### config.mk
export PLATFORM = sky130hd
export DESIGN_NAME = tgfc_back
export DESIGN_NICKNAME = d
export VERILOG_FILES = /design/src/tgfc_pkg.sv /design/src/tgfc_back.sv
export SDC_FILE = /design/constraint.sdc
export NUM_CORES = 1
export LEC_CHECK = 0
export BUFFER_PORTS_ARGS = -buffer_cell sky130_fd_sc_hd__clkbuf_2
export CAP_MARGIN = 10
export CORE_MARGIN = 10
export CORE_UTILIZATION = 51
export CTS_BUF_LIST = sky130_fd_sc_hd__clkbuf_8
export DETAILED_ROUTE_END_ITERATION = 10
export PLACE_DENSITY = 0.79
export SLEW_MARGIN = 10
export SYNTH_ARGS = -nofsm -noshare
export SYNTH_HDL_FRONTEND = slang
export SYNTH_SLANG_ARGS = --single-unit
### constraint.sdc
create_clock -name clock -period 6.8 [get_ports clock]
set_clock_uncertainty 0.15 [all_clocks]
set_input_delay 1.36 -clock clock [delete_from_list [all_inputs] [get_ports clock]]
set_output_delay 1.36 -clock clock [all_outputs]
set_load 0.01 [all_outputs]
### src/tgfc_pkg.sv
// ----------------------------------------------------------------------------
// tgfc_pkg
// Shared constants and types of the terrain grid frustum culler.
// ----------------------------------------------------------------------------
package tgfc_pkg;

   localparam int MAX_COLS    = 1024;
   localparam int MIN_COLS    = 2;
   localparam int COL_W       = $clog2(MAX_COLS);
   localparam int CNT_W       = COL_W + 1;
   localparam int INDEX_BITS  = 20;
   localparam int TRI_W       = 21;
   localparam int NUM_PLANES  = 6;
   localparam int COEF_W      = 16;
   localparam int POS_W       = 16;
   localparam int PROD_W      = 2 * COEF_W;
   localparam int DIST_W      = PROD_W + 3;
   localparam int RADIUS_W    = 15;
   localparam int FRAC_SHIFT  = 14;
   localparam int PLANE_W     = 4 * COEF_W;
   localparam int QUEUE_DEPTH = 4;
   localparam int QPTR_W      = $clog2(QUEUE_DEPTH);
   localparam int QCNT_W      = QPTR_W + 1;
   localparam int CSR_DATA_W  = 64;
   localparam int CSR_ADDR_W  = 6;
   localparam int CSR_IDX_LSB = 3;

   typedef enum logic [2:0] {
      REG_PLANE_RIGHT  = 3'd0,
      REG_PLANE_LEFT   = 3'd1,
      REG_PLANE_TOP    = 3'd2,
      REG_PLANE_BOTTOM = 3'd3,
      REG_PLANE_FAR    = 3'd4,
      REG_PLANE_NEAR   = 3'd5,
      REG_GRID_COLS    = 3'd6,
      REG_CULL_RADIUS  = 3'd7
   } tgfc_reg_type;

   typedef enum logic {
      PHASE_UPPER = 1'b0,
      PHASE_LOWER = 1'b1
   } tgfc_phase_type;

   // settings the datapath sees; cols is already clamped to the legal range
   typedef struct packed {
      logic [NUM_PLANES-1:0][PLANE_W-1:0] plane;
      logic [CNT_W-1:0]                   cols;
      logic [RADIUS_W-1:0]                radius;
   } tgfc_cfg_type;

   // one classified vertex handed from the front to the back
   typedef struct packed {
      logic                  first;
      logic                  keep_upper;
      logic                  keep_lower;
      logic [INDEX_BITS-1:0] vertex;
      logic [CNT_W-1:0]      cols;
   } tgfc_work_type;

endpackage

### src/tgfc_back.sv
// ----------------------------------------------------------------------------
// tgfc_back
// Expands each classified vertex into its kept triangles, one beat a cycle
// while rsp_stall is low, and numbers them.
// ----------------------------------------------------------------------------
module tgfc_back (
   input  logic                                clock,
   input  logic                                reset,
   input  tgfc_pkg::tgfc_work_type             head,
   input  logic                                empty,
   output logic                                pop,
   output logic                                rsp_valid,
   input  logic                                rsp_stall,
   output logic [tgfc_pkg::INDEX_BITS-1:0]     rsp_corner_a,
   output logic [tgfc_pkg::INDEX_BITS-1:0]     rsp_corner_b,
   output logic [tgfc_pkg::INDEX_BITS-1:0]     rsp_corner_c,
   output logic [tgfc_pkg::TRI_W-1:0]          rsp_tri_number,
   output logic                                rsp_last_of_item
);
   import tgfc_pkg::*;

   tgfc_phase_type        phase_ff, phase_in;
   logic [TRI_W-1:0]      kept_ff, kept_in, kept_base;
   logic                  rsp_valid_ff, rsp_valid_in;
   logic [INDEX_BITS-1:0] corner_a_ff, corner_b_ff, corner_c_ff;
   logic [TRI_W-1:0]      tri_number_ff;
   logic                  last_ff;
   logic                  out_free, go, emit_upper, emit_lower, emit;
   logic [INDEX_BITS-1:0] v_left, v_up, v_diag;

   assign v_left = head.vertex - INDEX_BITS'(1);
   assign v_up   = head.vertex - INDEX_BITS'(head.cols);
   assign v_diag = v_up - INDEX_BITS'(1);

   always_comb begin
      out_free     = !rsp_valid_ff || !rsp_stall;
      go           = !empty && out_free;
      // a new grid restarts the numbering before its first triangle
      kept_base    = (head.first && (phase_ff == PHASE_UPPER)) ? '0 : kept_ff;
      emit_upper   = 1'b0;
      emit_lower   = 1'b0;
      phase_in     = phase_ff;
      pop          = 1'b0;
      case (phase_ff)
         PHASE_UPPER: begin
            emit_upper = go && head.keep_upper;
            emit_lower = go && !head.keep_upper && head.keep_lower;
            if (go) begin
               if (head.keep_upper && head.keep_lower) begin
                  phase_in = PHASE_LOWER;
               end else begin
                  pop = 1'b1;
               end
            end
         end
         PHASE_LOWER: begin
            emit_lower = go;
            if (go) begin
               phase_in = PHASE_UPPER;
               pop      = 1'b1;
            end
         end
         default: begin
            phase_in = PHASE_UPPER;
         end
      endcase
      emit         = emit_upper || emit_lower;
      kept_in      = go ? kept_base + TRI_W'(emit) : kept_ff;
      rsp_valid_in = emit || (rsp_valid_ff && rsp_stall);
   end

   always_ff @(posedge clock) begin
      if (reset) begin
         phase_ff     <= PHASE_UPPER;
         kept_ff      <= '0;
         rsp_valid_ff <= 1'b0;
      end else begin
         phase_ff     <= phase_in;
         kept_ff      <= kept_in;
         rsp_valid_ff <= rsp_valid_in;
      end
   end

   always_ff @(posedge clock) begin
      if (emit) begin
         corner_a_ff   <= v_left;
         corner_b_ff   <= emit_upper ? head.vertex : v_up;
         corner_c_ff   <= emit_upper ? v_up : v_diag;
         tri_number_ff <= kept_base;
         last_ff       <= emit_lower || !head.keep_lower;
      end
   end

   assign rsp_valid        = rsp_valid_ff;
   assign rsp_corner_a     = corner_a_ff;
   assign rsp_corner_b     = corner_b_ff;
   assign rsp_corner_c     = corner_c_ff;
   assign rsp_tri_number   = tri_number_ff;
   assign rsp_last_of_item = last_ff;

endmodule

==> metrics.txt <==
# TYPE chip_impl_metric gauge
chip_impl_metric{name="holdPathStages",unit=""} 2
chip_impl_info{name="grt_setup_unrepaired",value="false"} 1
chip_impl_metric{name="layout_worst_path_cycle_share",unit="%"} 64.5
chip_impl_metric{name="area_inside_the_core_boundary",unit="sq mm"} 0.0104
chip_impl_info{name="hold_path.startpoint",value="kept_ff[0]$_SDFFE_PP0P_"} 1
chip_impl_metric{name="synth_nets",unit=""} 575
chip_impl_info{name="synth_most_common_cell",value="nand2_1"} 1
chip_impl_info{name="crit_chain",value="clkbuf_2 -> inv_1 -> ha_1 -> inv_1 -> fa_1 -> a21o_1 -> a221oi_4 -> o21ai_1 -> a2111oi_2 -> xnor2_1 -> and4_1 -> nand4_1 -> xor2_1"} 1
chip_impl_info{name="worstReg2RegEnd",value="kept_ff[14]$_SDFFE_PP0P_"} 1
chip_impl_info{name="r2r-start",value="phase_ff$_SDFF_PP0_"} 1
chip_impl_metric{name="io_buffers",unit=""} 121
chip_impl_metric{name="critical_path.max_stage_delay",unit="ns"} 0.54
chip_impl_metric{name="first_pass_grt_wire_length",unit="microns"} 20500
chip_impl_info{name="synth_top_area_cell",value="edfxtp_1"} 1
chip_impl_metric{name="initial_utilization",unit="%"} 52.5
chip_impl_info{name="synth_ff_type",value="edfxtp_1"} 1
chip_impl_metric{name="maxSlewHeadroom",unit="%"} 30.8
chip_impl_info{name="cp-start-kind",value="primary input"} 1
chip_impl_metric{name="total_detailed_routing_wirelength",unit="microns"} 12900
chip_impl_metric{name="postCtsSetupBuffers",unit=""} 0
chip_impl_metric{name="fmax",unit="GHz"} 0.228
chip_impl_metric{name="finalSetupTns",unit="ns"} 0
chip_impl_metric{name="total_leakage_power",unit="nW"} 2.55
chip_impl_metric{name="reg2reg_setup_slack",unit="ns"} 3.47
chip_impl_metric{name="grt_usage",unit="%"} 17.0
chip_impl_metric{name="clkTransAtPathRegs",unit="ns"} 0.10
chip_impl_metric{name="multi_input_area",unit="sq mm"} 0.00240
chip_impl_info{name="timing.critical_path.to",value="rsp_corner_c[18]$_DFFE_PP_"} 1
chip_impl_metric{name="synth_enable_flop_cells",unit=""} 82
chip_impl_metric{name="final_hold_violation_count",unit=""} 0
chip_impl_metric{name="clk_path_buf_depth",unit=""} 2
chip_impl_metric{name="design.portCount",unit=""} 122
chip_impl_metric{name="grt_total_ovfl",unit=""} 0
chip_impl_metric{name="detail_route.vias_per_cell",unit=""} 5.46
chip_impl_metric{name="postRouteAntennaNets",unit=""} 0
chip_impl_metric{name="slew_viol_final",unit=""} 0
chip_impl_metric{name="power-per-cell-area",unit="mW/mm^2"} 224
chip_impl_metric{name="vias",unit=""} 4235
chip_impl_metric{name="synth_top_cell_area_share",unit="%"} 45.2
chip_impl_metric{name="h_tree_depth",unit=""} 3
chip_impl_metric{name="insertion_delay",unit="ns"} 0.37
chip_impl_info{name="cp_top_family",value="compound AO/OA/AOI/OAI gates"} 1
chip_impl_metric{name="cts_hold_buf",unit=""} 0
chip_impl_metric{name="ir_worst_vdd",unit="uV"} 95.5
chip_impl_metric{name="post_route_cells_drive_above_1_share",unit="%"} 22.8
chip_impl_info{name="min_path_type",value="register to register"} 1
chip_impl_metric{name="yosys_warnings",unit=""} 0
chip_impl_metric{name="num-nets-final",unit=""} 689
chip_impl_metric{name="drtIter0Drc",unit=""} 295
chip_impl_metric{name="post-layout-total-power",unit="mW"} 1.42
chip_impl_info{name="cts_root_buffer",value="clkbuf_8"} 1
chip_impl_metric{name="worst-path-stages",unit=""} 13
chip_impl_metric{name="cts-resized-gates",unit=""} 0
chip_impl_metric{name="area.sequential",unit="sq mm"} 0.00292
chip_impl_metric{name="wl_per_cell",unit="microns"} 16.7
chip_impl_metric{name="area_growth",unit="%"} 16.7
chip_impl_metric{name="maxCapViolCount",unit=""} 0
chip_impl_metric{name="post_synth_num_cell_types",unit=""} 49
chip_impl_metric{name="grt_pass1_vias",unit=""} 4094
chip_impl_metric{name="drtPass1Iterations",unit=""} 6
chip_impl_metric{name="data_arrival_critical_path",unit="ns"} 4.36
chip_impl_metric{name="grt_antenna_before_repair",unit=""} 0
chip_impl_metric{name="dpl.hpwl",unit="microns"} 9860
chip_impl_metric{name="number_of_synthesized_register_bits",unit=""} 105
chip_impl_info{name="top_cell_by_count_worst_path",value="inv_1"} 1
chip_impl_metric{name="synth_area",unit="sq mm"} 0.00545
chip_impl_metric{name="finalWeightedCongestion",unit=""} 0.966
chip_impl_metric{name="worst-path-max-fanout",unit=""} 5
chip_impl_metric{name="die_width",unit="microns"} 123
chip_impl_info{name="synthTopCellsByCount",value="nand2_1 (86), edfxtp_1 (82), nor2_1 (54)"} 1
chip_impl_metric{name="layout_min_cycle_time",unit="ns"} 4.38
chip_impl_metric{name="placementRows",unit=""} 37
chip_impl_info{name="tritoncts",value="done"} 1
chip_impl_metric{name="drc_errors",unit=""} 0
chip_impl_metric{name="synthArstFlopShare",unit="%"} 0
chip_impl_metric{name="fill_cells",unit=""} 857
chip_impl_metric{name="post_synth_inst_count",unit=""} 521
chip_impl_info{name="cp-startpoint",value="head[11]"} 1
chip_impl_info{name="end_kind",value="register"} 1
chip_impl_metric{name="worst_ep_required_time",unit="ns"} 6.77
chip_impl_metric{name="setup-violations-final",unit=""} 0
chip_impl_metric{name="diodes_inserted",unit=""} 0
chip_impl_metric{name="worst_r2r_path_depth",unit=""} 12
chip_impl_metric{name="grt_max_degree",unit=""} 83
chip_impl_metric{name="clock_sink_count",unit=""} 105
chip_impl_info{name="synth_top_cells_by_area",value="edfxtp_1 (45%), dfxtp_1 (8.5%), xnor2_1 (7.6%)"} 1
chip_impl_info{name="crit_slowest_cell",value="a2111oi_2"} 1
chip_impl_info{name="run_status",value="finished clean"} 1
chip_impl_metric{name="chipHeight",unit="microns"} 123
chip_impl_metric{name="syn-mean-instance-area",unit="sq um"} 10.5
chip_impl_metric{name="tightestPinTransition",unit="ns"} 1.03
chip_impl_metric{name="floorplan_die_area",unit="sq mm"} 0.0152
chip_impl_metric{name="path_buf_inv",unit=""} 3
chip_impl_info{name="criticalPathCategory",value="primary input to register"} 1
chip_impl_metric{name="cts_inserted_buffers",unit=""} 9
chip_impl_metric{name="ys_seq_area_share",unit="%"} 53.6
per-layer routing:
metal	track usage (%)	up-vias	wire (microns)
met3	4.65	25	1110
met4	6.91	0	208
met1	20.4	2004	5250
met5	0	-	0
met2	28.3	173	6370
li1	-	2033	-
cells by family after synthesis:
kind of cell | after synthesis | share of synthesized area (%)
buffers and inverters | 34 | 2.50
DFF | 105 | 53.6
AOI/OAI and AO/OA | 55 | 6.82
adders and majority gates | 16 | 3.81
and+or+nand+nor | 237 | 21.3
xor gates and xnor gates | 74 | 11.9
how the worst min path moves through the flow:
stage / endpoint / slack [ns]
after floorplan: kept_ff[0]$_SDFFE_PP0P_ / 0.28
after global placement: kept_ff[0]$_SDFFE_PP0P_ / 0.29
after detailed placement: kept_ff[0]$_SDFFE_PP0P_ / 0.31
after CTS: kept_ff[0]$_SDFFE_PP0P_ / 0.33
after global routing: kept_ff[0]$_SDFFE_PP0P_ / 0.37
final: kept_ff[0]$_SDFFE_PP0P_ / 0.32
tightest hold or removal path, cell delays in order (launching register included):
cell and delay, ns:
dfxtp_1 0.32, nand2_1 0.05, a21oi_1 0.06
registers in the layout (all words and copies together) (netlist names):
| register | cells |
|---|---|
| kept_ff | 21 |
| rsp_tri_number | 21 |
| rsp_corner_a | 20 |
| rsp_corner_b | 20 |
| rsp_corner_c | 20 |
| phase_ff | 1 |
| rsp_last_of_item | 1 |
| rsp_valid | 1 |
final cells by class:
cell class / count / area share (%)
inverters: 15 / 0.885
flip-flops and latches: 105 / 46.0
repair buffers: 122 / 9.64
multi-input cells: 382 / 37.7
well taps: 136 / 2.68
clock buffers: 9 / 1.95
clock inverters: 7 / 1.18
placed cells by master (no fill, tap or decap), drive strengths merged, types with 2 or more instances in the layout:
| cell | n |
|---|---|
| xor2 | 27 |
| nand2b | 7 |
| nand4 | 6 |
| o211ai | 3 |
| clkbuf | 130 |
| and4 | 3 |
| ha | 15 |
| nor4 | 6 |
| nor2 | 54 |
| nand3b | 3 |
| or3 | 4 |
| dfxtp | 23 |
| edfxtp | 82 |
| inv | 21 |
| a21oi | 20 |
| o21ai | 14 |
| nand2 | 86 |
| and2 | 23 |
| a211oi | 4 |
| a21o | 4 |
| nand3 | 14 |
| nor2b | 3 |
| nor4b | 2 |
| and3 | 8 |
| nor3b | 4 |
| nor3 | 12 |
| xnor2 | 47 |
report_power, final:
group          internal (mW)  leakage, nW  total (mW)  switching, mW
Combinational         0.0949         1.46       0.268          0.173
Sequential             0.747        0.982       0.760         0.0126
Clock                  0.175        0.108       0.394          0.220
through the flow:
step                      instances  util (%)  instance area (sq um)  hold slack (ns)  setup WS, ns
after detailed placement        760      59.4                   6160            0.313          2.09
after global placement          760      59.4                   6160            0.291          2.30
after floorplan                 521         -                   5450            0.276         0.836
after CTS                       776      61.3                   6360            0.327          2.48
final                           776      61.3                   6360            0.319          2.42
after global routing            776      61.3                   6360            0.366          2.21
Note: power is estimated with default switching activity, not from simulation.
