<file path="src/tgfc_pkg.sv">
// ----------------------------------------------------------------------------
// tgfc_pkg
// Shared constants and types of the terrain grid frustum culler.
// ----------------------------------------------------------------------------
package tgfc_pkg;

   localparam int MAX_COLS    = 1024;
   localparam int MIN_COLS    = 2;
   localparam int COL_W       = $clog2(MAX_COLS);
   localparam int CNT_W       = COL_W + 1;
   localparam int INDEX_BITS  = 20;
   localparam int TRI_W       = 21;
   localparam int NUM_PLANES  = 6;
   localparam int COEF_W      = 16;
   localparam int POS_W       = 16;
   localparam int PROD_W      = 2 * COEF_W;
   localparam int DIST_W      = PROD_W + 3;
   localparam int RADIUS_W    = 15;
   localparam int FRAC_SHIFT  = 14;
   localparam int PLANE_W     = 4 * COEF_W;
   localparam int QUEUE_DEPTH = 4;
   localparam int QPTR_W      = $clog2(QUEUE_DEPTH);
   localparam int QCNT_W      = QPTR_W + 1;
   localparam int CSR_DATA_W  = 64;
   localparam int CSR_ADDR_W  = 6;
   localparam int CSR_IDX_LSB = 3;

   typedef enum logic [2:0] {
      REG_PLANE_RIGHT  = 3'd0,
      REG_PLANE_LEFT   = 3'd1,
      REG_PLANE_TOP    = 3'd2,
      REG_PLANE_BOTTOM = 3'd3,
      REG_PLANE_FAR    = 3'd4,
      REG_PLANE_NEAR   = 3'd5,
      REG_GRID_COLS    = 3'd6,
      REG_CULL_RADIUS  = 3'd7
   } tgfc_reg_type;

   typedef enum logic {
      PHASE_UPPER = 1'b0,
      PHASE_LOWER = 1'b1
   } tgfc_phase_type;

   // settings the datapath sees; cols is already clamped to the legal range
   typedef struct packed {
      logic [NUM_PLANES-1:0][PLANE_W-1:0] plane;
      logic [CNT_W-1:0]                   cols;
      logic [RADIUS_W-1:0]                radius;
   } tgfc_cfg_type;

   // one classified vertex handed from the front to the back
   typedef struct packed {
      logic                  first;
      logic                  keep_upper;
      logic                  keep_lower;
      logic [INDEX_BITS-1:0] vertex;
      logic [CNT_W-1:0]      cols;
   } tgfc_work_type;

endpackage

</file>
<file path="src/tgfc_queue.sv">
// ----------------------------------------------------------------------------
// tgfc_queue
// Small queue of classified vertices between the front and the back.
// ----------------------------------------------------------------------------
module tgfc_queue (
   input  logic                    clock,
   input  logic                    reset,
   input  logic                    push,
   input  tgfc_pkg::tgfc_work_type push_data,
   output logic                    full,
   input  logic                    pop,
   output logic                    empty,
   output tgfc_pkg::tgfc_work_type head
);
   import tgfc_pkg::*;

   tgfc_work_type       slot_ff [QUEUE_DEPTH];
   logic [QPTR_W-1:0]   wr_ptr_ff, rd_ptr_ff;
   logic [QCNT_W-1:0]   count_ff;

   assign full  = (count_ff == QCNT_W'(QUEUE_DEPTH));
   assign empty = (count_ff == '0);
   assign head  = slot_ff[rd_ptr_ff];

   always_ff @(posedge clock) begin
      if (reset) begin
         wr_ptr_ff <= '0;
         rd_ptr_ff <= '0;
         count_ff  <= '0;
      end else begin
         if (push) begin
            wr_ptr_ff <= wr_ptr_ff + QPTR_W'(1);
         end
         if (pop) begin
            rd_ptr_ff <= rd_ptr_ff + QPTR_W'(1);
         end
         count_ff <= count_ff + QCNT_W'(push) - QCNT_W'(pop);
      end
   end

   always_ff @(posedge clock) begin
      if (push) begin
         slot_ff[wr_ptr_ff] <= push_data;
      end
   end

endmodule

</file>
<file path="config.mk">
export PLATFORM = sky130hd
export DESIGN_NAME = tgfc_queue
export DESIGN_NICKNAME = d
export VERILOG_FILES = /design/src/tgfc_pkg.sv /design/src/tgfc_queue.sv
export SDC_FILE = /design/constraint.sdc
export NUM_CORES = 1
export LEC_CHECK = 0
export BUFFER_PORTS_ARGS = -buffer_cell sky130_fd_sc_hd__buf_4
export CAP_MARGIN = 20
export CORE_MARGIN = 4
export CORE_UTILIZATION = 56
export CTS_CLUSTER_DIAMETER = 30
export CTS_CLUSTER_SIZE = 14
export DETAILED_ROUTE_END_ITERATION = 8
export PLACE_DENSITY = 0.87
export SLEW_MARGIN = 20
export SYNTH_ARGS = -nofsm -noshare
export SYNTH_HDL_FRONTEND = slang
export SYNTH_SLANG_ARGS = --single-unit
</file>
<file path="constraint.sdc">
create_clock -name clock -period 2.1 [get_ports clock]
set_input_delay 0.21 -clock clock [delete_from_list [all_inputs] [get_ports clock]]
set_output_delay 0.21 -clock clock [all_outputs]
set_load 0.02 [all_outputs]
</file>
==> flow_metrics.py, run 1 <==
metrics = {
    "route": {
        "drc_errors": 0,
        "drt-total-wl_um": 9706,
        "via_count": 2597,
        "ant_nets": 0,
        "first_pass_iters": 4,
        "viasPerCell": 5.289,
        "routedWlPerCell_um": 19.77,
        "drt_iter0_drc": 174,
    },
    "placement": {
        "hpwl_um": 5347,
        "gp_congestion": 0.6793,
        "place_area_sq_mm": 0.006093,
        "io_buffers": 73,
        "pre_cts_ws_ps": 327.3,
    },
    "hold_path": {
        "min_path_type": "in -> reg",
    },
    "die": {
        "coreArea_sq_mm": 0.009328,
        "die_w_um": 106.1,
        "start_util_pct": 57.83,
        "dieArea_sq_mm": 0.01127,
        "io_pins": 74,
        "rows": 35,
        "dieHeight_um": 106.1,
    },
    "pwr": {
        "p_leak_nw": 2.496,
        "vdd_drop_max_v": 0.0006422,
        "power.density_mw_per_mm2": 1023,
    },
    "timing": {
        "hold_violations": 0,
        "maxSlewViolCount": 0,
        "fmax_mhz": 493.9,
        "skew_ps": 17.23,
        "rsz0062_at_grt": "yes",
        "period_needed_ps": 2025,
        "fin_ws_ps": 75.13,
        "slew_headroom_pct": 39.31,
        "tightest_slew_ps": 910.4,
        "setup_violations": 0,
        "finalCritPeriodShare_pct": 96.42,
        "hold_ws_ps": 13.87,
    },
    "global_routing": {
        "overflow": 0,
        "grt_start_max_net_pins": 35,
        "grt.total_usage_pct": 18.04,
        "grt_pass1_vias": 2877,
        "antenna_found_initial": 0,
        "grt_pass1_wl_um": 15050,
    },
    "synth": {
        "netlist_instances": 220,
        "ys_types": 22,
        "yosysWarnings": 0,
        "avgSynthCellArea_sq_um": 24.52,
        "syn_nets": 265,
        "ys_seq_area_share_pct": 79.05,
        "syn_area_sq_mm": 0.005394,
        "ys_ff_latch": 145,
    },
    "critical_path": {
        "crit_buf_inv": 2,
        "slowest_stage": "mux4_2",
        "path_class": "reg -> out",
        "crit_family": "multiplexers",
        "crit_arrival_ps": 1810,
        "critPathLaunchType": "register",
        "crit_required_ps": 1890,
        "cp_cell_sequence": "clkbuf_16 > mux4_2 > buf_4",
        "cp_slowest_stage_delay_ps": 510,
        "endpoint_kind": "primary output",
        "crit_fanout": 9,
    },
    "layout": {
        "nFillCells": 488,
        "fin_nets": 394,
        "final_cell_area_sq_mm": 0.007092,
        "area_growth_syn_to_layout_pct": 31.48,
        "drive_gt1_share_pct": 42.27,
        "antenna_cells": 0,
    },
    "cts": {
        "cts_tree": "yes",
        "cts.clk_slew.worst_paths_ps": 60,
        "post_cts_buffers": 0,
        "numCtsBuffers": 17,
        "htreeDepth": 4,
        "clk_latency_ps": 520,
        "cts_sinks": 145,
        "clockBufferDepth": 2,
        "cts_root_buf": "clkbuf_8",
    },
    "job": {
        "max_cap_violations": 0,
    },
    "run_status": {
        "status": "completed",
    },
}
layer usage:
metal	vias up	track usage [%]	part of all wire (%)
met5	-	0	0
met4	0	6.475	1.9
met3	15	4.797	4.6
met2	89	30.86	52
met1	1315	22.27	42
li1	1178	-	-
registers in the layout (all words and copies together) (netlist names), named ones only:
signal / cells
wr_ptr_ff: 2
rd_ptr_ff: 2
count_ff: 3
slot_ff: 136
final timing paths:
| kind | startpoint | slack (ps) | cells after the start | endpoint |
|---|---|---|---|---|
| setup / recovery | register | 80 | 3 | head[9] |
| hold / removal | pop | 10 | 3 | rd_ptr_ff[0] |
| setup reg to reg | count_ff[0] | 340 | 7 | count_ff[2] |
| hold reg to reg | rd_ptr_ff[0] | 560 | 2 | rd_ptr_ff[1] |
Yosys cell counts:
master	number	share of area, %
and3_1	1	0.12
nand3b_1	1	0.14
mux4_1	4	1.9
buf_2	3	0.28
ha_1	6	1.4
mux2i_1	1	0.19
fa_1	1	0.37
edfxtp_1	136	76
dfxtp_1	9	3.3
mux4_2	30	13
xnor2_1	2	0.32
inv_1	6	0.42
nor2_1	5	0.35
buf_6	1	0.21
nor3_1	1	0.093
and2_1	4	0.46
nor2b_1	2	0.23
buf_12	3	1.1
clkbuf_1	1	0.070
a21bo_2	1	0.19
xor3_1	1	0.44
a21oi_1	1	0.093
power by group:
part / switching (mW) / internal (mW) / total, mW
combinational: 0.441 / 0.467 / 0.909
sequential: 0.0529 / 3.32 / 3.38
clock: 1.14 / 1.82 / 2.97
total: 1.64 / 5.61 / 7.25
placed cells by master (no fill, tap or decap):
cell type | Yosys | routed
clkinvlp_4 | 0 | 4
clkbuf_1 | 1 | 1
mux4_2 | 30 | 33
buf_12 | 3 | 2
mux4_1 | 4 | 1
mux2i_1 | 1 | 1
bufinv_16 | 0 | 3
nor2_1 | 5 | 5
inv_1 | 6 | 6
xor3_1 | 1 | 1
clkinv_4 | 0 | 1
edfxtp_1 | 136 | 136
nand3b_1 | 1 | 1
buf_4 | 0 | 79
and3_1 | 1 | 1
nor3_1 | 1 | 1
dlygate4sd3_1 | 0 | 35
ha_1 | 6 | 6
and2_2 | 0 | 4
dfxtp_1 | 9 | 7
clkinv_1 | 0 | 1
inv_6 | 0 | 5
clkbuf_16 | 0 | 18
a21oi_1 | 1 | 1
nor2b_1 | 2 | 2
a21bo_2 | 1 | 1
dfxtp_4 | 0 | 1
xnor2_1 | 2 | 2
dfxtp_2 | 0 | 1
fa_1 | 1 | 1
clkbuf_8 | 0 | 1
what timing repair did:
| item | in CTS | in global routing |
|---|---|---|
| pin swaps | 0 | 0 |
| setup endpoints to repair | 15 | 5 |
| hold buffers | 35 | 0 |
| gates cloned | 0 | 2 |
| gates resized for setup | 3 | 4 |
| hold endpoints to repair | 145 | 0 |
per-stage QoR:
stage               cells  TNS, ps  power [mW]  util [%]
floorplan             220        0       3.933         -
global placement      422        0       4.238     65.33
detailed placement    422        0       4.265     65.33
CTS                   489        0       7.280     75.59
global route          491   -1.841       7.517     76.03
finish                491        0       7.252     76.03
kinds of logic (layout without fill, tap and decap cells):
group,after synthesis,count (layout),synth area share (%)
buffers and inverters,14,156,2.088
flip-flops,145,145,79.05
XOR/XNOR,3,3,0.7655
AO/OA/AOI/OAI,2,2,0.2783
adder cells (fa/ha/maj),7,7,1.763
AND/OR/NAND/NOR,14,14,1.392
multiplexers,35,35,14.66
worst min-delay path: cells and delay by family:
kind	cells	cell delay, ps
xor+xnor	1	90
buf+inv	1	100
simple gates	1	90
area by class of cell:
class | instances | area, sq um | share of cell area (%)
clock buffers | 18 | 417.9 | 5.893
well taps | 129 | 161.4 | 2.276
multi-input cells | 61 | 1011 | 14.26
repair buffers | 118 | 1033 | 14.57
clock inverters | 14 | 176.4 | 2.488
inverters | 6 | 22.52 | 0.3176
flip-flops and latches | 145 | 4269 | 60.20
No activity file was read; power rests on OpenSTA's default activity.
==> run 2, diff against run 1 <==
--- a/config.mk
+++ b/config.mk
@@ -8,11 +8,11 @@
 export BUFFER_PORTS_ARGS = -buffer_cell sky130_fd_sc_hd__buf_4
 export CAP_MARGIN = 20
 export CORE_MARGIN = 4
-export CORE_UTILIZATION = 56
+export CORE_UTILIZATION = 54
 export CTS_CLUSTER_DIAMETER = 30
 export CTS_CLUSTER_SIZE = 14
 export DETAILED_ROUTE_END_ITERATION = 8
-export PLACE_DENSITY = 0.87
+export PLACE_DENSITY = 0.85
 export SLEW_MARGIN = 20
 export SYNTH_ARGS = -nofsm -noshare
 export SYNTH_HDL_FRONTEND = slang
==> run 2 against run 1 <==
  * Clock skew decreased by 12 ps
  * Hold slack gained 420 ps
  * Largest cell class unchanged
  * Clock power decreased by 12%
  * Global-route usage up 0.51 points
  * Largest power group unchanged
  * Wire length rose by 0.66%
  * Core utilization fell by 2.6 points
  * Highest routed layer unchanged
==> flow_metrics.py, run 2 (synthesis results as in run 1) <==
metrics = {
    "cts": {
        "cts_tree": "yes",
        "cts.clk_slew.worst_paths_ps": 60,
        "clk_latency_ps": 520,
        "numCtsBuffers": 17,
        "cts_sinks": 145,
        "clockBufferDepth": 2,
        "htreeDepth": 4,
        "cts_root_buf": "clkbuf_8",
    },
    "global_routing": {
        "antenna_found_initial": 0,
        "grt.total_usage_pct": 18.55,
        "grt_start_max_net_pins": 35,
        "grt_pass1_wl_um": 15400,
        "overflow": 0,
        "grt_pass1_vias": 2927,
    },
    "placement": {
        "hpwl_um": 5705,
        "gp_congestion": 0.6648,
        "place_area_sq_mm": 0.006108,
        "pre_cts_ws_ps": 342.5,
        "io_buffers": 73,
    },
    "layout": {
        "regMostFlops": "slot_ff",
        "final_common_cell": "edfxtp_1",
        "final_cell_area_sq_mm": 0.007147,
        "layout_common_cells": "edfxtp_1 (136), buf_4 (62), dlygate4sd3_1 (38)",
        "area_growth_syn_to_layout_pct": 32.50,
        "antenna_cells": 0,
        "fin_nets": 397,
        "drive_gt1_share_pct": 40.77,
        "utilization_pct": 73.46,
        "largest_reg_flops": 136,
        "top_regs": "slot_ff x136, count_ff x3",
    },
    "timing": {
        "skew_ps": 5.092,
        "tightest_slew_ps": 916.4,
        "slew_headroom_pct": 38.90,
        "rsz0062_at_grt": "yes",
        "setup_violations": 0,
        "tns_ps": 0,
        "finalCritPeriodShare_pct": 97.14,
        "hold_violations": 0,
        "fin_ws_ps": 60.12,
        "maxSlewViolCount": 0,
        "fmax_mhz": 490.2,
        "period_needed_ps": 2040,
    },
    "route": {
        "drt_iter0_drc": 165,
        "via_count": 2619,
        "viasPerCell": 5.280,
        "first_pass_iters": 4,
        "drt-total-wl_um": 9770,
        "drc_errors": 0,
        "ant_nets": 0,
        "routedWlPerCell_um": 19.70,
    },
    "pwr": {
        "vdd_drop_max_v": 0.0005688,
        "power_mw": 6.934,
        "p_leak_nw": 2.517,
        "power.density_mw_per_mm2": 970.3,
    },
    "critical_path": {
        "crit_required_ps": 1890,
        "path_class": "reg -> out",
        "crit_buf_inv": 3,
        "endpoint_kind": "primary output",
        "slowest_stage": "mux4_2",
        "cp_cell_sequence": "buf_12 > buf_12 > mux4_2 > buf_4",
        "crit_arrival_ps": 1830,
        "crit_family": "multiplexers",
        "critPathLaunchType": "register",
        "cp_slowest_stage_delay_ps": 480,
        "crit_top_cell": "buf_12",
        "crit_fanout": 7,
    },
    "die": {
        "coreArea_sq_mm": 0.009729,
        "die_w_um": 107.9,
        "io_pins": 74,
        "dieArea_sq_mm": 0.01165,
        "start_util_pct": 55.44,
        "rows": 36,
        "dieHeight_um": 107.9,
    },
    "job": {
        "max_cap_violations": 0,
    },
    "run_status": {
        "status": "completed",
    },
    "hold_path": {
        "min_path_type": "in -> reg",
    },
}
## run 2: changes by cell type in the layout (fill, tap and decap cells not counted), sizes merged
cell,before,now
buf,81,82
clkinvlp,4,2
bufinv,3,1
clkbuf,20,18
inv,11,6
clkinv,2,10
dlygate4sd3,35,38
## run 2: what timing repair did
| action | CTS | global route |
|---|---|---|
| buffers inserted | 3 | 0 |
| hold endpoints to repair | 145 | 0 |
| setup endpoints to repair | 16 | 10 |
| gates cloned | 0 | 1 |
| gates resized for setup | 4 | 14 |
| hold buffers | 38 | 0 |
## run 2: metal layers
layer | wire (um) | vias up | global-route usage (%)
met5 | 0 | - | 0
met2 | 5316 | 76 | 31.62
met1 | 3789 | 1349 | 21.79
met3 | 455 | 19 | 5.254
li1 | - | 1175 | -
met4 | 208 | 0 | 9.017
## run 2: final timing paths
path / startpoint / end / slack [ps] / cells after the start
worst max-delay path: register / head[12] / 60 / 4
worst min-delay path: push_data[28] / slot_ff[3][28] / 440 / 2
worst max register to register: count_ff[0] / count_ff[2] / 370 / 7
worst min register to register: rd_ptr_ff[0] / register / 550 / 2
## run 2: cell type report
cell class	count	area [sq um]
Timing Repair Buffer	121	1157
Clock inverter	13	98.84
Multi-Input combinational cell	61	1018
Tap cell	133	166.4
Fill cell	590	2582
Sequential cell	145	4269
Clock buffer	17	414.1
Inverter	6	22.52
## run 2: where the power goes
group	internal (mW)	total, mW	switching [mW]
clock network	1.53	2.60	1.07
registers	3.32	3.38	0.0530
logic	0.509	0.957	0.447
## run 2: through the flow
stage          std cells  hold slack (ps)
2_1_floorplan        220            281.6
5_1_grt              496            415.4
6_report             496            438.0
4_1_cts              495            400.4
3_5_place_dp         424            414.9
3_3_place_gp         424            409.8
