<file path="src/tgfc_pkg.sv">
// ----------------------------------------------------------------------------
// tgfc_pkg
// Shared constants and types of the terrain grid frustum culler.
// ----------------------------------------------------------------------------
package tgfc_pkg;

   localparam int MAX_COLS    = 1024;
   localparam int MIN_COLS    = 2;
   localparam int COL_W       = $clog2(MAX_COLS);
   localparam int CNT_W       = COL_W + 1;
   localparam int INDEX_BITS  = 20;
   localparam int TRI_W       = 21;
   localparam int NUM_PLANES  = 6;
   localparam int COEF_W      = 16;
   localparam int POS_W       = 16;
   localparam int PROD_W      = 2 * COEF_W;
   localparam int DIST_W      = PROD_W + 3;
   localparam int RADIUS_W    = 15;
   localparam int FRAC_SHIFT  = 14;
   localparam int PLANE_W     = 4 * COEF_W;
   localparam int QUEUE_DEPTH = 4;
   localparam int QPTR_W      = $clog2(QUEUE_DEPTH);
   localparam int QCNT_W      = QPTR_W + 1;
   localparam int CSR_DATA_W  = 64;
   localparam int CSR_ADDR_W  = 6;
   localparam int CSR_IDX_LSB = 3;

   typedef enum logic [2:0] {
      REG_PLANE_RIGHT  = 3'd0,
      REG_PLANE_LEFT   = 3'd1,
      REG_PLANE_TOP    = 3'd2,
      REG_PLANE_BOTTOM = 3'd3,
      REG_PLANE_FAR    = 3'd4,
      REG_PLANE_NEAR   = 3'd5,
      REG_GRID_COLS    = 3'd6,
      REG_CULL_RADIUS  = 3'd7
   } tgfc_reg_type;

   typedef enum logic {
      PHASE_UPPER = 1'b0,
      PHASE_LOWER = 1'b1
   } tgfc_phase_type;

   // settings the datapath sees; cols is already clamped to the legal range
   typedef struct packed {
      logic [NUM_PLANES-1:0][PLANE_W-1:0] plane;
      logic [CNT_W-1:0]                   cols;
      logic [RADIUS_W-1:0]                radius;
   } tgfc_cfg_type;

   // one classified vertex handed from the front to the back
   typedef struct packed {
      logic                  first;
      logic                  keep_upper;
      logic                  keep_lower;
      logic [INDEX_BITS-1:0] vertex;
      logic [CNT_W-1:0]      cols;
   } tgfc_work_type;

endpackage

</file>
<file path="src/tgfc_csr.sv">
// ----------------------------------------------------------------------------
// tgfc_csr
// Register file: six clip planes, row length and cull radius.
// ----------------------------------------------------------------------------
module tgfc_csr (
   input  logic                           clock,
   input  logic                           reset,
   input  logic                           psel,
   input  logic                           penable,
   input  logic                           pwrite,
   input  logic [tgfc_pkg::CSR_ADDR_W-1:0] paddr,
   input  logic [tgfc_pkg::CSR_DATA_W-1:0] pwdata,
   output logic [tgfc_pkg::CSR_DATA_W-1:0] prdata,
   output logic                           pready,
   output tgfc_pkg::tgfc_cfg_type          cfg
);
   import tgfc_pkg::*;

   logic [NUM_PLANES-1:0][PLANE_W-1:0] plane_ff, plane_in;
   logic [CNT_W-1:0]                   grid_cols_ff, grid_cols_in;
   logic [RADIUS_W-1:0]                cull_radius_ff, cull_radius_in;
   tgfc_reg_type                       idx;
   logic                               wr;

   assign idx    = tgfc_reg_type'(paddr[CSR_ADDR_W-1:CSR_IDX_LSB]);
   assign wr     = psel && penable && pwrite;
   assign pready = 1'b1;

   always_comb begin
      plane_in       = plane_ff;
      grid_cols_in   = grid_cols_ff;
      cull_radius_in = cull_radius_ff;
      if (wr) begin
         case (idx)
            REG_PLANE_RIGHT, REG_PLANE_LEFT, REG_PLANE_TOP,
            REG_PLANE_BOTTOM, REG_PLANE_FAR, REG_PLANE_NEAR: begin
               plane_in[idx] = pwdata[PLANE_W-1:0];
            end
            REG_GRID_COLS: begin
               grid_cols_in = pwdata[CNT_W-1:0];
            end
            REG_CULL_RADIUS: begin
               cull_radius_in = pwdata[RADIUS_W-1:0];
            end
            default: begin
            end
         endcase
      end
   end

   always_ff @(posedge clock) begin
      if (reset) begin
         plane_ff       <= '0;
         grid_cols_ff   <= CNT_W'(MIN_COLS);
         cull_radius_ff <= '0;
      end else begin
         plane_ff       <= plane_in;
         grid_cols_ff   <= grid_cols_in;
         cull_radius_ff <= cull_radius_in;
      end
   end

   always_comb begin
      case (idx)
         REG_PLANE_RIGHT, REG_PLANE_LEFT, REG_PLANE_TOP,
         REG_PLANE_BOTTOM, REG_PLANE_FAR, REG_PLANE_NEAR: begin
            prdata = CSR_DATA_W'(plane_ff[idx]);
         end
         REG_GRID_COLS: begin
            prdata = CSR_DATA_W'(grid_cols_ff);
         end
         REG_CULL_RADIUS: begin
            prdata = CSR_DATA_W'(cull_radius_ff);
         end
         default: begin
            prdata = '0;
         end
      endcase
   end

   // out-of-range row lengths are clamped here once
   always_comb begin
      cfg.plane  = plane_ff;
      cfg.radius = cull_radius_ff;
      if (grid_cols_ff < CNT_W'(MIN_COLS)) begin
         cfg.cols = CNT_W'(MIN_COLS);
      end else if (grid_cols_ff > CNT_W'(MAX_COLS)) begin
         cfg.cols = CNT_W'(MAX_COLS);
      end else begin
         cfg.cols = grid_cols_ff;
      end
   end

endmodule

</file>
<file path="config.mk">
export PLATFORM = sky130hd
export DESIGN_NAME = tgfc_csr
export DESIGN_NICKNAME = d
export VERILOG_FILES = /design/src/tgfc_pkg.sv /design/src/tgfc_csr.sv
export SDC_FILE = /design/constraint.sdc
export NUM_CORES = 1
export LEC_CHECK = 0
export BUFFER_PORTS_ARGS = -buffer_cell sky130_fd_sc_hd__buf_2
export CORE_AREA = 2 2 215 217
export CTS_CLUSTER_SIZE = 8
export DETAILED_ROUTE_END_ITERATION = 12
export DIE_AREA = 0 0 217 219
export GPL_ROUTABILITY_DRIVEN = 1
export PLACE_DENSITY = 0.72
export SYNTH_ARGS = -nofsm -noshare
export SYNTH_HDL_FRONTEND = slang
export SYNTH_SLANG_ARGS = --single-unit
</file>
<file path="constraint.sdc">
create_clock -name clock -period 4.6 [get_ports clock]
set_input_delay 0.69 -clock clock [delete_from_list [all_inputs] [get_ports clock]]
set_output_delay 0.69 -clock clock [all_outputs]
set_load 0.02 [all_outputs]
</file>
==> results.md, run 1 <==
* Resize count post-CTS at 0
* Endpoints failing setup at 0
* Clock root buffer: clkbuf_16
* Final setup margin at 1.18 ns
* Clock Skew at 0 ns
* Pre-CTS setup slack at 1.22 ns
* Commonest cells in the netlist: 410 x dfxtp_1, 366 x mux2i_1, 272 x nand2b_1
* TNS Setup at 0 ns
* Slew margin rel. at 23.2%
* Outcome: finished, final reports clean
* Core footprint at 0.0451 sq mm
* Min-delay src: pwdata[62]
* Maximum VDD drop at 0.292 mV
* Worst R2R End: grid_cols_ff[10]$_SDFFE_PP0P_
* Met2 Usage GRT at 45.1%
* Busiest grt layer: met2
* CTS tree: built
* RSZ-0062 raised after global routing: false
* Die area at 0.0475 sq mm
* Async SR Flop Fraction at 0%
* Clk pin slew, worst setup/hold paths at 0.05 ns
* CTS Hold Bufs at 0
* Worst path required time at 3.91 ns
* Reg2reg path depth at 2
* Initial antenna violation count at 6
* Post-DP HPWL at 44.7 mm
* Layout area overhead at 22.2%
* Met1 usage at 33.9%
* Arr. time, crit path at between 2 and 3 ns
* Max Buffers Root-to-Sink at 3
* # IOs at between 500 and 600
* First drt pass iteration count at 6
* Reg-to-reg setup timing slack at 3.59 ns
* CP startpoint: paddr[4]
* Largest cells by area after synthesis: dfxtp_1 42%, mux2i_1 19%, nand2b_1 8.8%
* Total gr overflow at 0
* First-iteration detailed-routing DRC count at 1764
* Vias in the first global route at 17600
* Num CTS Buffers at 57
* Critical path launch point type: primary input
* Max-slew violations at 0
* Largest net degree at the start of global routing at 185
* Register area share after synthesis at 42.3%
* Ys Warns at 0
* Antenna viol nets, final at 0
* Slew @ Worst Pin at around 1.2 ns
* DRC viols at 0
* CP Max Fanout at 29
* Syn Inst Count at about 2000
* Final period util at 74.4%
* H-tree depth at 2
* Port bufs at ~550
* Synth unique cells at 40
* Pleak at roughly 11 nW
* Via Count at 17900
* Mapped cell area at 0.0194 sq mm
* GP Congestion at 0.909
* Site Rows at 78
* Setup crit end kind: primary output
* Die width at about 220 microns
* Worst Hold Class: in2reg
* Die height at 219 microns
* # Post-CTS Setup Buffers at 0
* Gr usage total at 27.4%
* Share of cells above drive strength 1 at 27.8%
* Synth Register Bits at between 400 and 500
* Drt wl/cell at 22.3 microns
* Top-count cell post-synth: dfxtp_1
* Peak Freq at 292 MHz
* Post-synth EDFFs at 0
* Period minus WS final at 3.42 ns
* Top_reg_cell synth: dfxtp_1
* Vias/cell at 5.82
* PD cells at 336 mW/mm^2
* Worst skew pair latency at 0.59 ns
* Setup CP Type: in2out
* Clock sinks at 410
* Post-Syn Nets at about 2100
* Initial Util at 43.1%
* Reg2Reg Launch Point: grid_cols_ff[10]$_SDFFE_PP0P_
* Yosys top cell by area: dfxtp_1
* DRT Wirelength at around 69 mm
* Max Cap Viol at 0
* Global-route wire length before repair at 102 mm
* Final Hold Fails at 0
* M3 GR Usage at under 10%
* Nets at 2546
* Syn_area_per_cell at 9.53 sq um
* Crit path to: prdata[49]
* Top-area cell type share of the netlist area at 42.3%
## state kept, by name, summed over array words and instances, names as in the netlist
name / count
cfg: 384
grid_cols_ff: 11
cull_radius_ff: 15
## power by group
| group | switching [mW] | internal (mW) | leakage (nW) | total, mW |
|---|---|---|---|---|
| sequential | 0.0226 | 3.59 | 3.30 | 3.61 |
| clock | 1.49 | 2.28 | 0.748 | 3.77 |
| combinational | 0.409 | 0.197 | 6.86 | 0.606 |
## final cells by class
cell class	count	area [sq um]
clock buffers	61	1480
flip-flops and latches	410	8210
multi-input cells	1418	10100
fillers	4112	21400
repair buffers	582	3160
well taps	600	751
inverters	2	7.51
diodes	4	10.0
clock inverters	2	38.8
## worst min path at each step
stage	endpoint	slack [ns]	cells past startpoint
CTS	cfg[216]$_SDFFE_PP0P_	0.34	3
global route	cfg[204]$_SDFFE_PP0P_	0.36	3
floorplan	cfg[100]$_SDFFE_PP0P_	0.55	2
finish	cfg[216]$_SDFFE_PP0P_	0.38	3
detailed placement	cfg[310]$_SDFFE_PP0P_	0.48	2
global placement	cfg[154]$_SDFFE_PP0P_	0.47	2
## worst max-delay path: stages
cell      delay (ns)
buf_2           0.64
nand2b_4        0.41
buf_4           0.37
o22a_1          0.23
o21ai_0         0.11
buf_2           0.23
## kinds of logic (layout without fill, tap and decap cells)
logic type | after synthesis | count (layout) | synth area share (%)
compound gates | 513 | 513 | 14.4
buf+inv | 210 | 647 | 6.02
flops | 410 | 410 | 42.3
mux | 399 | 399 | 22.1
other cells | 1 | 5 | 0.0193
simple gates | 505 | 505 | 15.2
## stage by stage
stage | std cells | hold slack (ns) | power [mW] | utilization [%] | area [sq um]
global placement | 3012 | 0.472 | 4.26 | 49.2 | 22200
finish | 3079 | 0.381 | 7.99 | 52.6 | 23700
global route | 3077 | 0.360 | 8.22 | 52.6 | 23700
CTS | 3075 | 0.345 | 8.03 | 52.6 | 23700
floorplan | 2038 | 0.554 | 4.06 | - | 19400
detailed placement | 3012 | 0.479 | 4.27 | 49.2 | 22200
## cells in the final DEF (no fill, tap or decap), drive strengths merged
master  netlist  final
conb          1      1
and4b         1      1
nand4b        1      1
nor4          2      2
inv           2      3
nand3       198    198
nand2b      273    273
a21oi       193    193
nand2         5      5
and4          1      1
o211a         5      5
or3           1      1
mux2i       366    366
buf          99    582
nor2          2      2
mux4         22     22
a211o         1      1
diode         0      4
dfxtp       410    410
o22a         49     49
bufinv        0      1
and2b         1      1
a31oi         1      1
o21ai       259    259
mux2         11     11
clkbuf      109     61
a221oi        4      4
nor2b        18     18
o31ai         1      1
or2           1      1
and2          1      1
## metal layers
layer  vias to the layer above  wire length (microns)
met3                       174                   6520
met4                         2                   2720
met5                         -                      9
met2                       985                  32200
li1                       8105                      -
met1                      8643                  27100
No activity file was read; power rests on OpenSTA's default activity.
==> run 2, diff against run 1 <==
--- a/config.mk
+++ b/config.mk
@@ -5,13 +5,14 @@
 export SDC_FILE = /design/constraint.sdc
 export NUM_CORES = 1
 export LEC_CHECK = 0
+export ABC_AREA = 1
 export BUFFER_PORTS_ARGS = -buffer_cell sky130_fd_sc_hd__buf_2
-export CORE_AREA = 2 2 215 217
+export CORE_AREA = 2 2 211 213
 export CTS_CLUSTER_SIZE = 8
 export DETAILED_ROUTE_END_ITERATION = 12
-export DIE_AREA = 0 0 217 219
+export DIE_AREA = 0 0 213 215
 export GPL_ROUTABILITY_DRIVEN = 1
-export PLACE_DENSITY = 0.72
+export PLACE_DENSITY = 0.69
 export SYNTH_ARGS = -nofsm -noshare
 export SYNTH_HDL_FRONTEND = slang
 export SYNTH_SLANG_ARGS = --single-unit
==> constraint.sdc (replaced) <==
create_clock -name clock -period 3.2 [get_ports clock]
set_input_delay 0.48 -clock clock [delete_from_list [all_inputs] [get_ports clock]]
set_output_delay 0.48 -clock clock [all_outputs]
set_load 0.02 [all_outputs]
==> results.md, run 2 <==
* Outcome: finished, final reports clean
* Drt wl/cell at between 20 and 25 microns
* Area of the multi-input gates at 0.00833 sq mm
* Syn Inst Count at 2630
* Combinational power share at 7.7%
* CTS Hold Bufs at 0
* Final Hold Fails at 0
* Setup crit end kind: primary output
* Ys Warns at 0
* Largest net degree at the start of global routing at 116
* Gr usage total at 31.3%
* Die height at 215 microns
* Worst R2R End: grid_cols_ff[10]$_SDFFE_PP0P_
* Net Sw Frac at 24.7%
* # IOs at 550
* Maximum VDD drop at approximately 0.35 mV
* Top_reg_cell synth: dfxtp_1
* CTS tree: built
* Slew margin rel. at 37.1%
* Die area at 0.0458 sq mm
* RSZ-0062 raised after global routing: false
* Register area share after synthesis at 47.2%
* Reg2reg path depth at 2
* Most frequent cells in the layout: 836 x nor2_1, 650 x nand2_1, 545 x buf_2
* TNS Setup at 0 ns
* Async SR Flop Fraction at 0%
* Endpoints failing setup at 0
* Clock sinks at slightly above 400
* Busiest grt layer: met2
* CP startpoint: paddr[3]
* Clock root buffer: clkbuf_16
* Setup CP Type: in2out
* Reg-to-reg setup timing slack at between 2 and 2.5 ns
* Clock Skew at 0 ns
* Post-DP HPWL at approximately 47 mm
* Yosys top cell by area: dfxtp_1
* Post-Layout Inst Area at ~0.022 sq mm
* H-tree depth at 2
* Resize count post-CTS at 0
* Global-route wire length before repair at 110 mm
* Total gr overflow at 0
* Commonest cells in the netlist: 837 x nor2_1, 650 x nand2_1, 410 x dfxtp_1
* Vias in the first global route at between 15000 and 20000
* Min-delay src: pwdata[19]
* Via Count at 19900
* First drt pass iteration count at 6
* Initial Util at between 30% and 40%
* WHS Endpoint: cfg[173]$_SDFFE_PP0P_
* M3 GR Usage at under 10%
* Die width at 213 microns
* Port bufs at 545
* Placed standard-cell area at 0.0206 sq mm
* Top-count cell post-synth: nor2_1
* CP Max Fanout at 44
* Worst Hold Class: in2reg
* DRT Wirelength at 74.5 mm
* GP Congestion at slightly above 0.9
* Max-slew violations at 0
* Post-synth EDFFs at 0
* Arr. time, crit path at 2.21 ns
* DRC viols at 0
* Clk pin slew, worst setup/hold paths at 0.05 ns
* Synth unique cells at 19
* First-iteration detailed-routing DRC count at 1833
* Max Buffers Root-to-Sink at 3
* Layout area overhead at 26.9%
* Worst skew pair latency at 0.58 ns
* Hold path cells at 3
* Largest cells by area after synthesis: dfxtp_1 47%, nor2_1 18%, nand2_1 14%
* Core footprint at 0.0436 sq mm
* Sequential Power Share at 45.9%
* Pleak at 10.3 nW
* Mapped cell area at 0.0174 sq mm
* Worst path required time at 2.72 ns
* Num CTS Buffers at 57
* Top-area cell type share of the netlist area at 47.2%
* Post-Syn Nets at between 2000 and 3000
* Syn_area_per_cell at 6.61 sq um
* PD cells at 517 mW/mm^2
* Period minus WS final at 2.69 ns
* Commonest non-fill, non-tap cell in the layout: nor2_1
* Initial antenna violation count at 4
* Internal Power at 8.59 mW
* Final period util at 83.9%
* Share of cells above drive strength 1 at 21.6%
* Synth Register Bits at between 400 and 500
* Nets at 3164
* Met1 usage at 39.5%
* # Post-CTS Setup Buffers at 0
* Reg2Reg Launch Point: grid_cols_ff[10]$_SDFFE_PP0P_
* Vias/cell at 5.39
* Peak Freq at between 300 and 400 MHz
* Filler cells at 4374
* Clock Power Share at 46.4%
* Antenna viol nets, final at 0
* Site Rows at 77
* Reg area at 0.00821 sq mm
* Met2 Usage GRT at 49.5%
* Switching Power at 2.82 mW
* Max reg flops at 384
* Slew @ Worst Pin at 0.944 ns
* Max Cap Viol at 0
* Critical path launch point type: primary input
-- run 2: changes by cell type after synthesis, moves of 88 or more --
cell,delta
nor2_1,+836
nand2b_1,-272
mux2i_1,-366
nand3_1,-184
a21oi_1,-174
nand2_1,+647
o21ai_1,+88
-- run 2: cells by family after synthesis --
| group | Yosys count | share of synthesized area [%] |
|---|---|---|
| buffers and inverters | 214 | 5.22 |
| AOI/OAI and AO/OA | 438 | 12.6 |
| other | 1 | 0.0216 |
| and+or+nand+nor | 1567 | 34.9 |
| DFF | 410 | 47.2 |
-- run 2: power groups by stage --
stage	Combinational, mW	Sequential (mW)	Clock [mW]
2_1_floorplan	0.409	5.41	0
3_3_place_gp	0.837	5.34	0
3_5_place_dp	0.854	5.34	0
4_1_cts	0.856	5.24	5.37
5_1_grt	0.940	5.24	5.56
6_report	0.875	5.24	5.29
-- run 2: worst max path at each step --
stage / endpoint / slack, ns / cells after the start
CTS: prdata[25] / 0.51 / 10
global placement: prdata[19] / 0.52 / 10
global route: prdata[19] / 0.43 / 10
finish: prdata[8] / 0.51 / 10
detailed placement: prdata[25] / 0.53 / 10
floorplan: prdata[0] / 1.11 / 9
-- run 2: layout make-up --
class	instances	area share [%]
Clock buffer	60	6.65
Tap cell	592	3.36
Sequential cell	410	37.2
Antenna cell	3	0.0340
Timing Repair Buffer	586	14.4
Clock inverter	2	0.0794
Multi-Input combinational cell	2006	37.8
Inverter	28	0.516
-- run 2: routing by layer --
metal / part of all wire, % / wire length [microns]
met1: 39 / 28900
met2: 45 / 33800
met3: 11 / 8020
met4: 5.1 / 3840
met5: 0.038 / 28
-- run 2: critical path: stages --
cell	delay, ns
buf_2	0.24
inv_1	0.20
nor2_4	0.15
buf_12	0.24
buf_4	0.36
nand2_1	0.12
nand4_1	0.09
nand2_1	0.05
nand2_1	0.08
buf_2	0.16
-- run 2: metrics by stage --
step	total power [mW]	setup slack, ns	util [%]	std cells	hold slack [ns]
after floorplan	5.81	1.11	-	2630	0.455
after global placement	6.17	0.524	47.1	3622	0.471
after detailed placement	6.19	0.529	47.1	3622	0.476
after CTS	11.5	0.515	50.5	3684	0.167
after global routing	11.7	0.433	50.5	3686	0.197
final	11.4	0.514	50.5	3687	0.200
==> run 3, diff against run 2 <==
==> config.mk (replaced) <==
export PLATFORM = sky130hd
export DESIGN_NAME = tgfc_csr
export DESIGN_NICKNAME = d
export VERILOG_FILES = /design/src/tgfc_pkg.sv /design/src/tgfc_csr.sv
export SDC_FILE = /design/constraint.sdc
export NUM_CORES = 1
export LEC_CHECK = 0
export ABC_AREA = 0
export BUFFER_PORTS_ARGS = -buffer_cell sky130_fd_sc_hd__buf_2
export CORE_AREA = 2 2 217 219
export CTS_CLUSTER_SIZE = 8
export DETAILED_ROUTE_END_ITERATION = 12
export DIE_AREA = 0 0 219 221
export GPL_ROUTABILITY_DRIVEN = 1
export PLACE_DENSITY = 0.73
export SYNTH_ARGS = -nofsm -noshare
export SYNTH_HDL_FRONTEND = slang
export SYNTH_SLANG_ARGS = --single-unit
==> constraint.sdc (replaced) <==
create_clock -name clock -period 2.2 [get_ports clock]
set_input_delay 0.33 -clock clock [delete_from_list [all_inputs] [get_ports clock]]
set_output_delay 0.33 -clock clock [all_outputs]
set_load 0.02 [all_outputs]
==> results.md, run 3 (synthesis gave the netlist of run 1 again) <==
* Worst path required time at 1.87 ns
* Peak Freq at 453 MHz
* Worst skew pair latency at 0.58 ns
* Final setup margin at -0.00698 ns
* Site Rows at 79
* Endpoints failing setup at 1
* Max-slew violations at 0
* Violated checks: negative setup slack
* Met2 Usage GRT at between 40 and 50%
* Worst Hold Class: in2reg
* Slew @ Worst Pin at 0.627 ns
* Maximum VDD drop at 0.625 mV
* Num CTS Buffers at between 50 and 60
* Clock Power Share at 46.9%
* Period minus WS final at 2.21 ns
* Die height at roughly 220 microns
* Core footprint at approximately 0.046 sq mm
* Met1 usage at 32.3%
* Slew margin rel. at 58.2%
* Commonest non-fill, non-tap cell in the layout: buf_2
* Max reg flops at 384
* Final period util at 100%
* CP Max Fanout at 3
* First drt pass iteration count at 5
* Final Hold Fails at 0
* First-iteration detailed-routing DRC count at 1900
* Die width at roughly 220 microns
* Switching Power at about 4 mW
* Setup CP Type: reg2out
* Initial antenna violation count at 9
* DRT Wirelength at between 60 and 70 mm
* Slowest stage delay, CP at around 0.53 ns
* Reg2reg path depth at 3
* Antenna viol nets, final at 0
* Share of cells above drive strength 1 at 29.6%
* Setup crit end kind: primary output
* CTS tree: built
* GP Congestion at 0.913
* Arr. time, crit path at 1.88 ns
* PD cells at 688 mW/mm^2
* Vias in the first global route at 18000
* Hold path cells at 3
* Clock root buffer: clkbuf_16
* Pleak at 11.2 nW
* M3 GR Usage at ~6.9%
* TNS Setup at -0.00698 ns
* Port bufs at 545
* Total gr overflow at 0
* Net Sw Frac at 23.7%
* Layout area overhead at 25.2%
* Filler cells at 4120
* Worst R2R End: grid_cols_ff[10]$_SDFFE_PP0P_
* H-tree depth at 2
* Combinational power share at under 10%
* Gr usage total at roughly a quarter
* RSZ-0062 raised after global routing: true
* Cell Chain, Critical Path: mux4_2, mux2_2, buf_6
* Largest net degree at the start of global routing at 100
* WHS Endpoint: cfg[287]$_SDFFE_PP0P_
* Clock sinks at a little over 400
* Clock Skew at 0 ns
* Final core utilization at roughly 53%
* Clk pin slew, worst setup/hold paths at 0.05 ns
* # IOs at 550
* Drt wl/cell at 21.9 microns
* Critical path launch point type: flop
* Internal Power at 12.8 mW
* Initial Util at 42.2%
* Global-route wire length before repair at just over 100 mm
* Most frequent cells in the layout: 535 x buf_2, 390 x dfxtp_1, 366 x mux2i_1
* Outcome: complete, but fails checks
* Reg2Reg Launch Point: grid_cols_ff[10]$_SDFFE_PP0P_
* Nets at roughly 2600
* Busiest grt layer: met2
* Min-delay src: pwdata[5]
* Vias/cell at around 6
* Max Cap Viol at 0
* Crit-path slowest cell: mux4_2
* Post-DP HPWL at between 40 and 50 mm
* Die area at about 0.048 sq mm
* Via Count at 18300
* DRC viols at 0
* Max Buffers Root-to-Sink at 3
* Sequential Power Share at 45.1%
* Reg-to-reg setup timing slack at 1.06 ns
run 3: changes by cell type in the layout (fill, tap and decap cells not counted), sizes merged, moves of 28 or more:
cell,before,now
nand2b,0,273
a21oi,19,193
buf,586,614
nand4,64,0
nand3,12,198
o22a,0,49
mux2i,0,366
nor2,840,2
nand2,650,5
o21ai,419,259
run 3: what timing repair did:
item / CTS / global route
buffers inserted: 3 / 1
hold buffers: 1 / 0
endpoints found under the hold margin: 1 / 0
setup endpoints to repair: 5 / 12
resized for setup: 21 / 25
run 3: how the worst max path moves through the flow:
stage	start	to	slack (ns)
after floorplan	paddr[3]	prdata[11]	0.29
after detailed placement	paddr[3]	prdata[27]	0.07
after CTS	cfg[34]$_SDFFE_PP0P_	prdata[8]	-0.004
final	cfg[351]$_SDFFE_PP0P_	prdata[5]	-0.007
after global routing	cfg[351]$_SDFFE_PP0P_	prdata[5]	-0.02
after global placement	paddr[3]	prdata[27]	0.13
run 3: area by class of cell:
| cell class | count | area, sq um | area share (%) |
|---|---|---|---|
| Inverter | 2 | 7.51 | 0.0309 |
| Multi-Input combinational cell | 1418 | 10100 | 41.5 |
| Tap cell | 607 | 759 | 3.12 |
| Clock buffer | 60 | 1490 | 6.13 |
| Timing Repair Buffer | 615 | 3670 | 15.1 |
| Clock inverter | 2 | 38.8 | 0.160 |
| Antenna cell | 6 | 15.0 | 0.0618 |
| Sequential cell | 410 | 8240 | 33.9 |
run 3: through the flow:
stage                     setup WS (ns)  instances  cell area [sq um]  hold slack (ns)  power (mW)
after floorplan                   0.290       2038              19400            0.448        8.49
after global placement            0.131       3047              22600            0.471        8.96
after detailed placement         0.0743       3047              22600            0.479        8.99
after CTS                      -0.00413       3113              24200         0.000840        16.8
after global routing            -0.0214       3120              24300           0.0179        17.2
final                          -0.00698       3120              24300           0.0321        16.7
run 3: power groups by stage:
stage                     logic [mW]  clock network, mW  registers, mW
after floorplan                0.751                  0           7.74
after global placement          1.27                  0           7.69
after detailed placement        1.29                  0           7.69
after CTS                       1.30               7.94           7.54
after global routing            1.39               8.25           7.54
final                           1.33               7.84           7.55
run 3: critical path, delay by kind of cell, from the launching register on:
kind	cells	cell delay (ns)
multiplexers	2	0.84
flip-flops	1	0.33
buffers and inverters	1	0.14
run 3: layer usage:
layer	vias to the layer above	routed length [microns]
met5	-	39
met1	8856	26400
li1	8165	-
met3	183	6550
met4	6	2620
met2	1066	32600
